`src/hdl/pmtu_pkg.sv`:
```
// Shared types and constants for the path MTU probe controller.
package pmtu_pkg;

  localparam int unsigned SizeW  = 16;
  localparam int unsigned TimeW  = 64;
  localparam int unsigned PnW    = 62;
  localparam int unsigned PtoW   = 32;
  localparam int unsigned CountW = 4;
  // 3 * timeout and 10 * timeout widths
  localparam int unsigned Pto3W  = PtoW + 2;
  localparam int unsigned Pto10W = PtoW + 4;

  // Configuration register indexes
  localparam logic [1:0] CFG_BASE_MTU    = 2'd0;
  localparam logic [1:0] CFG_CEILING_MTU = 2'd1;
  localparam logic [1:0] CFG_MAX_PROBES  = 2'd2;

  localparam logic [SizeW-1:0]  BASE_MTU_RST    = 16'd1200;
  localparam logic [SizeW-1:0]  CEILING_MTU_RST = 16'd1472;
  localparam logic [CountW-1:0] MAX_PROBES_RST  = 4'd3;
  localparam logic [CountW-1:0] ATTEMPT_MAX     = 4'd15;

  typedef enum logic [2:0] {
    REQ_PROBE_SENT = 3'd0,
    REQ_ACK        = 3'd1,
    REQ_TIMEOUT    = 3'd2,
    REQ_BLACK_HOLE = 3'd3,
    REQ_POLL       = 3'd4
  } pmtu_req_e;

  typedef struct packed {
    logic [SizeW-1:0]  cur_size;
    logic [SizeW-1:0]  ceil_size;
    logic [SizeW-1:0]  cand_size;
    logic              outstanding;
    logic [CountW-1:0] attempts;
    logic [PnW-1:0]    probe_num;
    logic [TimeW-1:0]  deadline;
    logic [TimeW-1:0]  next_probe;
  } pmtu_state_t;

  // Registered event, timeout multiples already formed
  typedef struct packed {
    logic [2:0]        req_type;
    logic [TimeW-1:0]  now;
    logic [PnW-1:0]    pn;
    logic [Pto3W-1:0]  pto3;
    logic [Pto10W-1:0] pto10;
  } pmtu_event_t;

  typedef struct packed {
    logic              probe_due;
    logic [SizeW-1:0]  probe_size;
    logic [SizeW-1:0]  current_mtu;
    logic [TimeW-1:0]  probe_deadline;
    logic              ack_matched;
  } pmtu_result_t;

endpackage

```
`src/hdl/pmtu_update.sv`:
```
// Next-state and result logic for one probe controller event.
module pmtu_update import pmtu_pkg::*; (
  input  pmtu_state_t       state_i,
  input  pmtu_event_t       event_i,
  input  logic [SizeW-1:0]  base_mtu_i,
  input  logic [CountW-1:0] max_probes_i,
  output pmtu_state_t       state_o,
  output pmtu_result_t      result_o
);

  logic [SizeW-1:0] sel_size;
  logic [TimeW:0]   reprobe_sum;
  logic [TimeW-1:0] deadline_sum;
  logic             reprobe_ok;
  logic             time_ok;
  logic             matched;
  pmtu_state_t      nxt;

  // Candidate wins only if it is above the current size
  assign sel_size     = (state_i.cand_size > state_i.cur_size) ? state_i.cand_size
                                                                : state_i.ceil_size;
  assign deadline_sum = event_i.now + TimeW'(event_i.pto3);
  assign reprobe_sum  = {1'b0, event_i.now} + (TimeW+1)'(event_i.pto10);
  // now >= now + d (mod 2^64) only when d is zero or the sum wrapped
  assign reprobe_ok   = (event_i.pto10 == '0) || reprobe_sum[TimeW];

  always_comb begin
    nxt     = state_i;
    matched = 1'b0;
    time_ok = (event_i.now >= state_i.next_probe);
    case (pmtu_req_e'(event_i.req_type))
      REQ_PROBE_SENT: begin
        nxt.cand_size   = sel_size;
        nxt.probe_num   = event_i.pn;
        nxt.outstanding = 1'b1;
        if (state_i.attempts != ATTEMPT_MAX) begin
          nxt.attempts = state_i.attempts + CountW'(1);
        end
        nxt.deadline    = deadline_sum;
      end
      REQ_ACK: begin
        if (state_i.outstanding && (event_i.pn == state_i.probe_num)) begin
          nxt.cur_size    = state_i.cand_size;
          nxt.cand_size   = '0;
          nxt.outstanding = 1'b0;
          nxt.attempts    = '0;
          nxt.deadline    = '0;
          nxt.next_probe  = reprobe_sum[TimeW-1:0];
          matched         = 1'b1;
          time_ok         = reprobe_ok;
        end
      end
      REQ_TIMEOUT: begin
        if (state_i.outstanding && (event_i.now >= state_i.deadline)) begin
          nxt.outstanding = 1'b0;
          nxt.deadline    = '0;
          if (state_i.attempts >= max_probes_i) begin
            nxt.ceil_size = state_i.cur_size;
            nxt.cand_size = '0;
            nxt.attempts  = '0;
          end
          nxt.next_probe  = event_i.now;
          time_ok         = 1'b1;
        end
      end
      REQ_BLACK_HOLE: begin
        if (state_i.cur_size != base_mtu_i) begin
          // no wrap below zero
          nxt.ceil_size   = (state_i.cur_size != '0) ? state_i.cur_size - SizeW'(1) : '0;
          nxt.cur_size    = base_mtu_i;
          nxt.cand_size   = '0;
          nxt.outstanding = 1'b0;
          nxt.attempts    = '0;
          nxt.deadline    = '0;
          nxt.next_probe  = reprobe_sum[TimeW-1:0];
          time_ok         = reprobe_ok;
        end
      end
      default: begin
        // poll and unused codes leave the state alone
      end
    endcase
  end

  assign state_o = nxt;

  // Result reflects the state after the event
  always_comb begin
    result_o.probe_due      = !nxt.outstanding && (nxt.cur_size < nxt.ceil_size) && time_ok;
    result_o.probe_size     = (nxt.cand_size > nxt.cur_size) ? nxt.cand_size : nxt.ceil_size;
    result_o.current_mtu    = nxt.cur_size;
    result_o.probe_deadline = nxt.outstanding ? nxt.deadline : '0;
    result_o.ack_matched    = matched;
  end

endmodule

```
`src/hdl/path_mtu_probe_controller_core.sv`:
```
// Top level of the path MTU probe controller: event register, update, result register.
// An event is held in the event register, then its result in the result register.
// Throughput: one event per cycle unless the output stalls; the state loop is one pass of compare/add logic.
// Back pressure: the input stalls only while both registers hold data and out_stall_i is high.
// Reset: asynchronous active-low; registers return to base 1200, ceiling 1472,
// max probes 3 and an idle probe state. No clearing pass is needed.
module path_mtu_probe_controller_core import pmtu_pkg::*; (
  input  logic              clk_i,
  input  logic              rst_ni,
  // configuration write port
  input  logic              cfg_we_i,
  input  logic [1:0]        cfg_index_i,
  input  logic [SizeW-1:0]  cfg_data_i,
  // event channel
  input  logic              in_valid_i,
  output logic              in_stall_o,
  input  logic [2:0]        req_type_i,
  input  logic [TimeW-1:0]  now_us_i,
  input  logic [PnW-1:0]    packet_number_i,
  input  logic [PtoW-1:0]   probe_timeout_us_i,
  // result channel
  output logic              out_valid_o,
  input  logic              out_stall_i,
  output logic              probe_due_o,
  output logic [SizeW-1:0]  probe_size_o,
  output logic [SizeW-1:0]  current_mtu_o,
  output logic [TimeW-1:0]  probe_deadline_us_o,
  output logic              ack_matched_o
);

  logic [SizeW-1:0]  base_mtu_q, base_mtu_d;
  logic [SizeW-1:0]  ceiling_mtu_q, ceiling_mtu_d;
  logic [CountW-1:0] max_probes_q;
  logic              reinit;

  pmtu_state_t  state_q, state_upd, state_init;
  pmtu_event_t  ev_q, ev_d;
  logic         ev_valid_q;
  pmtu_result_t res_d, res_q;
  logic         res_valid_q;

  logic in_accept;
  logic advance;

  // Handshake control
  assign advance    = ev_valid_q && (!res_valid_q || !out_stall_i);
  assign in_stall_o = ev_valid_q && !advance;
  assign in_accept  = in_valid_i && !in_stall_o;

  // Configuration values as they stand after this cycle's write
  assign base_mtu_d    = (cfg_we_i && (cfg_index_i == CFG_BASE_MTU)) ? cfg_data_i
                                                                     : base_mtu_q;
  assign ceiling_mtu_d = (cfg_we_i && (cfg_index_i == CFG_CEILING_MTU)) ? cfg_data_i
                                                                        : ceiling_mtu_q;
  assign reinit        = cfg_we_i && ((cfg_index_i == CFG_BASE_MTU) ||
                                      (cfg_index_i == CFG_CEILING_MTU));

  always_comb begin
    state_init             = '0;
    state_init.cur_size    = base_mtu_d;
    state_init.ceil_size   = (ceiling_mtu_d > base_mtu_d) ? ceiling_mtu_d : base_mtu_d;
  end

  // Event payload with 3x and 10x timeout built from shifts
  always_comb begin
    ev_d.req_type = req_type_i;
    ev_d.now      = now_us_i;
    ev_d.pn       = packet_number_i;
    ev_d.pto3     = Pto3W'({probe_timeout_us_i, 1'b0}) + Pto3W'(probe_timeout_us_i);
    ev_d.pto10    = Pto10W'({probe_timeout_us_i, 3'b000}) +
                    Pto10W'({probe_timeout_us_i, 1'b0});
  end

  pmtu_update u_update (
    .state_i      (state_q),
    .event_i      (ev_q),
    .base_mtu_i   (base_mtu_q),
    .max_probes_i (max_probes_q),
    .state_o      (state_upd),
    .result_o     (res_d)
  );

  // Configuration registers and controller state
  always_ff @(posedge clk_i or negedge rst_ni) begin
    if (!rst_ni) begin
      base_mtu_q            <= BASE_MTU_RST;
      ceiling_mtu_q         <= CEILING_MTU_RST;
      max_probes_q          <= MAX_PROBES_RST;
      state_q.cur_size      <= BASE_MTU_RST;
      state_q.ceil_size     <= CEILING_MTU_RST;
      state_q.cand_size     <= '0;
      state_q.outstanding   <= 1'b0;
      state_q.attempts      <= '0;
      state_q.probe_num     <= '0;
      state_q.deadline      <= '0;
      state_q.next_probe    <= '0;
    end else begin
      base_mtu_q    <= base_mtu_d;
      ceiling_mtu_q <= ceiling_mtu_d;
      if (cfg_we_i && (cfg_index_i == CFG_MAX_PROBES)) begin
        max_probes_q <= cfg_data_i[CountW-1:0];
      end
      if (reinit) begin
        state_q <= state_init;
      end else if (advance) begin
        state_q <= state_upd;
      end
    end
  end

  // Valid flags of the event and result registers
  always_ff @(posedge clk_i or negedge rst_ni) begin
    if (!rst_ni) begin
      ev_valid_q  <= 1'b0;
      res_valid_q <= 1'b0;
    end else begin
      if (in_accept) begin
        ev_valid_q <= 1'b1;
      end else if (advance) begin
        ev_valid_q <= 1'b0;
      end
      if (advance) begin
        res_valid_q <= 1'b1;
      end else if (!out_stall_i) begin
        res_valid_q <= 1'b0;
      end
    end
  end

  // Payload registers
  always_ff @(posedge clk_i) begin
    if (in_accept) begin
      ev_q <= ev_d;
    end
    if (advance) begin
      res_q <= res_d;
    end
  end

  assign out_valid_o         = res_valid_q;
  assign probe_due_o         = res_q.probe_due;
  assign probe_size_o        = res_q.probe_size;
  assign current_mtu_o       = res_q.current_mtu;
  assign probe_deadline_us_o = res_q.probe_deadline;
  assign ack_matched_o       = res_q.ack_matched;

  // A deadline is only kept while a probe is in flight
  assert property (@(posedge clk_i) disable iff (!rst_ni)
    !state_q.outstanding |-> (state_q.deadline == '0))
    else $error("deadline held with no probe outstanding");

  // A matched ack closes the probe, so no deadline is reported
  assert property (@(posedge clk_i) disable iff (!rst_ni)
    (out_valid_o && ack_matched_o) |-> (probe_deadline_us_o == '0))
    else $error("ack matched but deadline still reported");

  // A due probe always tries a size above the current one
  assert property (@(posedge clk_i) disable iff (!rst_ni)
    (out_valid_o && probe_due_o) |-> ((probe_size_o > current_mtu_o) &&
                                      (probe_deadline_us_o == '0)))
    else $error("probe due with bad size or outstanding deadline");

  // A new result only appears after an event was held in the input register
  assert property (@(posedge clk_i) disable iff (!rst_ni)
    $rose(out_valid_o) |-> $past(ev_valid_q))
    else $error("result produced without an event");

endmodule
```
`config.mk`:
```
export PLATFORM = sky130hd
export DESIGN_NAME = path_mtu_probe_controller_core
export DESIGN_NICKNAME = d
export VERILOG_FILES = /design/src/hdl/pmtu_pkg.sv /design/src/hdl/pmtu_update.sv /design/src/hdl/path_mtu_probe_controller_core.sv
export SDC_FILE = /design/constraint.sdc
export NUM_CORES = 2
export LEC_CHECK = 0
export BUFFER_PORTS_ARGS = -buffer_cell sky130_fd_sc_hd__buf_2
export CAP_MARGIN = 0
export CORE_MARGIN = 2
export CORE_UTILIZATION = 45
export CTS_CLUSTER_SIZE = 25
export DETAILED_ROUTE_END_ITERATION = 12
export GPL_ROUTABILITY_DRIVEN = 0
export PLACE_DENSITY = 0.74
export SYNTH_ARGS = -nofsm -noshare
export SYNTH_HDL_FRONTEND = slang
export SYNTH_SLANG_ARGS = --single-unit
```
`constraint.sdc`:
```
create_clock -name clk_i -period 5.95 [get_ports clk_i]
set_input_delay 0.8925 -clock clk_i [delete_from_list [all_inputs] [get_ports clk_i]]
set_output_delay 0.8925 -clock clk_i [all_outputs]
set_load 0.005 [all_outputs]
```
==> impl_metrics.py <==
metrics = {
    "setup_path": {
        "crit_fanout": 17,
        "worst-setup-path-type": "reg2reg",
        "critical_path.cell_chain": "ha_1 > nand4_1 > o41ai_1 > nor4_1 > buf_4 > a21o_1 > nor3_4 > o21ai_1 > buf_4 > a22o_1 > ha_1 > nand3_1 > o221ai_1 > a21o_1 > a21oi_1 > o21ai_0 > nand2_1 > o211a_1 > a31oi_1 > inv_1 > buf_4 > o22a_1",
        "slowest_delay_ps": 810,
        "startpoint_type": "flop",
        "cp_top_family": "compound AO/OA/AOI/OAI gates",
        "critPathArrivalTime_ps": 5910,
        "crit_path_end_kind": "flop",
        "critical_path.most_common_cell": "buf_4",
        "cp.required_ps": 6320,
        "critPathSlowestCell": "o41ai_1",
        "crit_buf_inv": 4,
    },
    "cts": {
        "numCtsBuffers": 67,
        "clockBufferDepth": 3,
        "cts_tree": "built",
        "cts.reportedPaths.clkPinSlew_ps": 70,
        "ctsResizeCount": 0,
        "clock_sinks": 576,
        "hold_buffers": 0,
        "cts_root_buf": "clkbuf_16",
        "postCtsSetupBuffers": 0,
        "clk_latency_ps": 620,
        "h-tree-depth": 3,
    },
    "placed_design": {
        "hpwlAfterDp_um": 79100,
        "portBuffers": 283,
        "dp.cells": 4861,
        "dpl_worst_slack_ps": 642,
    },
    "cells_and_area": {
        "fillers": 7003,
        "final_layout_size_suffix_gt1_share_pct": 13.7,
        "post-route-util_pct": 51.9,
        "syn2layout_area_growth_pct": 14.1,
        "fin_nets": 4397,
        "ff_latch_area_mm2": 0.0159,
        "multi_input_comb_area_mm2": 0.0186,
        "layout.cells.non_filler": 4992,
    },
    "die": {
        "design.die.area_mm2": 0.0821,
        "start_util_pct": 45.5,
        "fp.coreArea_mm2": 0.0790,
        "io_pins": 284,
        "die_x_um": 287,
        "num_rows": 103,
        "dieHeight_um": 287,
    },
    "route": {
        "drc": 1,
        "first_iter_violations": 3343,
        "firstDrtPassIters": 12,
        "antenna_left": 0,
        "wirelength_um": 108000,
        "wl_per_cell_um": 21.6,
        "vias_per_cell": 5.99,
        "via_count": 29900,
    },
    "sta": {
        "setup_viol": 0,
        "max_freq_mhz": 180,
        "worstMarginPinSlew_ps": 1250,
        "fin_skew_ps": 29.4,
        "relSlewSlack_pct": 16.5,
        "fin_crit_sh_pct": 93.2,
        "hold_viol_final": 0,
        "layout_setup_ws_ps": 407,
        "finalCriticalPeriod_ps": 5540,
        "setup_tns_ps": 0,
        "slew_viol_final": 0,
        "rsz0062_at_grt": "no",
    },
    "run_status": {
        "failed_checks": "design-rule violations",
        "outcome": "finished with violations",
    },
    "power": {
        "seqPwrFrac_pct": 40.3,
        "peakVddDrop_mv": 0.191,
        "p_clk_share_pct": 34.2,
        "p_sw_mw": 4.09,
        "p_int_mw": 8.67,
        "power_density_mw_per_mm2": 311,
        "total_power_mw": 12.8,
        "swShare_pct": 32.0,
        "comb_power_share_pct": 25.5,
        "p_leak_nw": 17.3,
    },
    "yosys": {
        "synthXorXnorAreaFrac_pct": 5.49,
        "yosys.area.top_type": "edfxtp_1",
        "synthAdderAreaFrac_pct": 11.7,
        "synth-seq-cells": 576,
        "yosysMostFrequentCell": "nand2_1",
        "netlist_area_mm2": 0.0359,
        "seq_area_frac_synth_pct": 44.3,
        "yosys_most_used_dff": "edfxtp_1",
        "synthMuxAreaShare_pct": 1.68,
        "synth_nets": 4139,
        "yosysWarnings": 0,
        "synth_async_sr_flop_share_pct": 48.8,
        "yosysUniqueCellTypes": 90,
        "yosys.area_share.simple_pct": 12.5,
        "synth_compound_area_share_pct": 20.2,
        "synth_edf_count": 295,
        "synth_area_leaders": "edfxtp_1 25%, dfrtp_1 18%, ha_1 11%",
        "synth_cells": 3622,
        "synth_common_cells": "340 x nand2_1, 329 x ha_1, 319 x a21oi_1",
        "synth_top_family_by_area": "compound AO/OA/AOI/OAI gates",
        "postSynthAreaPerCell_um2": 9.92,
        "synth.top_cell.area_share_pct": 24.7,
    },
    "global_route": {
        "grt_pass1_wl_um": 166000,
        "antenna_found_initial": 6,
        "grt_pass1_vias": 28900,
        "gr-total-overflow": 0,
        "grt_util_all_layers_pct": 25.9,
        "grt_max_degree": 165,
    },
    "worst_hold_path": {
        "min_path_type": "in2async",
    },
    "job": {
        "cap_violations": 0,
    },
}
## layout make-up
cell class | count | area share [%]
multi-input cells | 2659 | 45.4
flip-flops and latches | 576 | 38.8
repair buffers | 338 | 4.58
clock buffers | 84 | 4.42
well taps | 1050 | 3.21
inverters | 238 | 2.19
clock inverters | 40 | 1.28
diodes | 7 | 0.0427
## power by group through the flow
stage / logic, mW / registers (mW) / clock network, mW
floorplan: 2.24 / 5.04 / 0
global placement: 3.10 / 5.19 / 0
detailed placement: 3.16 / 5.20 / 0
CTS: 3.19 / 5.12 / 4.43
global route: 3.59 / 5.18 / 4.60
finish: 3.25 / 5.15 / 4.37
## flip-flops by register name, summed over array words and instances (netlist names)
register / flops
current_mtu_o: 16
probe_deadline_us_o: 64
ev_q: 197
base_mtu_q: 16
ev_valid_q: 1
state_q: 243
ceiling_mtu_q: 16
ack_matched_o: 1
probe_size_o: 16
max_probes_q: 4
probe_due_o: 1
out_valid_o: 1
## stage by stage
| step | hold slack (ps) | area (µm²) |
|---|---|---|
| finish | 279 | 41000 |
| detailed placement | 473 | 38600 |
| global placement | 472 | 38600 |
| global route | 397 | 41000 |
| CTS | 376 | 41000 |
| floorplan | 456 | 35900 |
## worst register-to-register path, cell delays in order, from the launching register on
cell	delay [ps]
edfxtp_1	530
ha_1	360
nand4_1	170
o41ai_1	810
nor4_1	150
buf_4	190
a21o_1	200
nor3_4	200
o21ai_1	140
buf_4	240
a22o_1	280
ha_1	300
nand3_1	100
o221ai_1	210
a21o_1	150
a21oi_1	50
o21ai_0	190
nand2_1	80
o211a_1	110
a31oi_1	170
inv_1	210
buf_4	240
o22a_1	200
## layout by cell type, fill, tap and decap left out, types with 45 or more instances in the layout
master / Yosys / final
nand2_1: 340 / 339
ha_1: 329 / 329
a21oi_1: 319 / 317
edfxtp_1: 295 / 295
buf_2: 8 / 282
dfrtp_1: 263 / 263
inv_1: 237 / 236
o21ai_0: 208 / 207
nor2_1: 191 / 187
xnor2_1: 114 / 114
a21o_1: 111 / 111
xor2_1: 111 / 111
clkbuf_16: 0 / 69
a22oi_1: 64 / 64
o211ai_1: 62 / 62
nand4_1: 57 / 57
nand3_1: 57 / 57
nor3_1: 57 / 56
buf_4: 0 / 52
a211oi_1: 46 / 45
## cells by family (layout without fill, tap and decap cells)
kind of cell	count (synthesis)	in the layout
AO/OA/AOI/OAI	1110	1110
XOR/XNOR	225	225
adder cells (fa/ha/maj)	333	333
buffers and inverters	387	700
flip-flops	576	576
multiplexers	57	57
other	0	7
AND/OR/NAND/NOR	934	934
## layer usage
layer | vias to the layer above | GRT usage, % | share of wire, %
li1 | 13900 | - | -
met1 | 14300 | 34.5 | 41
met5 | - | 0 | 0.012
met2 | 1351 | 41.3 | 46
met3 | 280 | 5.19 | 8.7
met4 | 2 | 10.7 | 4.1
## worst paths after layout
kind / end / from / cells after the start / slack (ps)
max: probe_size_o[11] / ev_q[195] / 22 / 410
min: state_q[52] / rst_ni / 1 / 280
max reg2reg: probe_size_o[11] / ev_q[195] / 22 / 410
min reg2reg: out_valid_o / ev_valid_q / 1 / 490
max in group asynchronous: state_q[131] / rst_ni / 2 / 4330
min in group clk_i: ev_q[169] / now_us_i[37] / 1 / 450
Power figures use the tool's default switching activity.
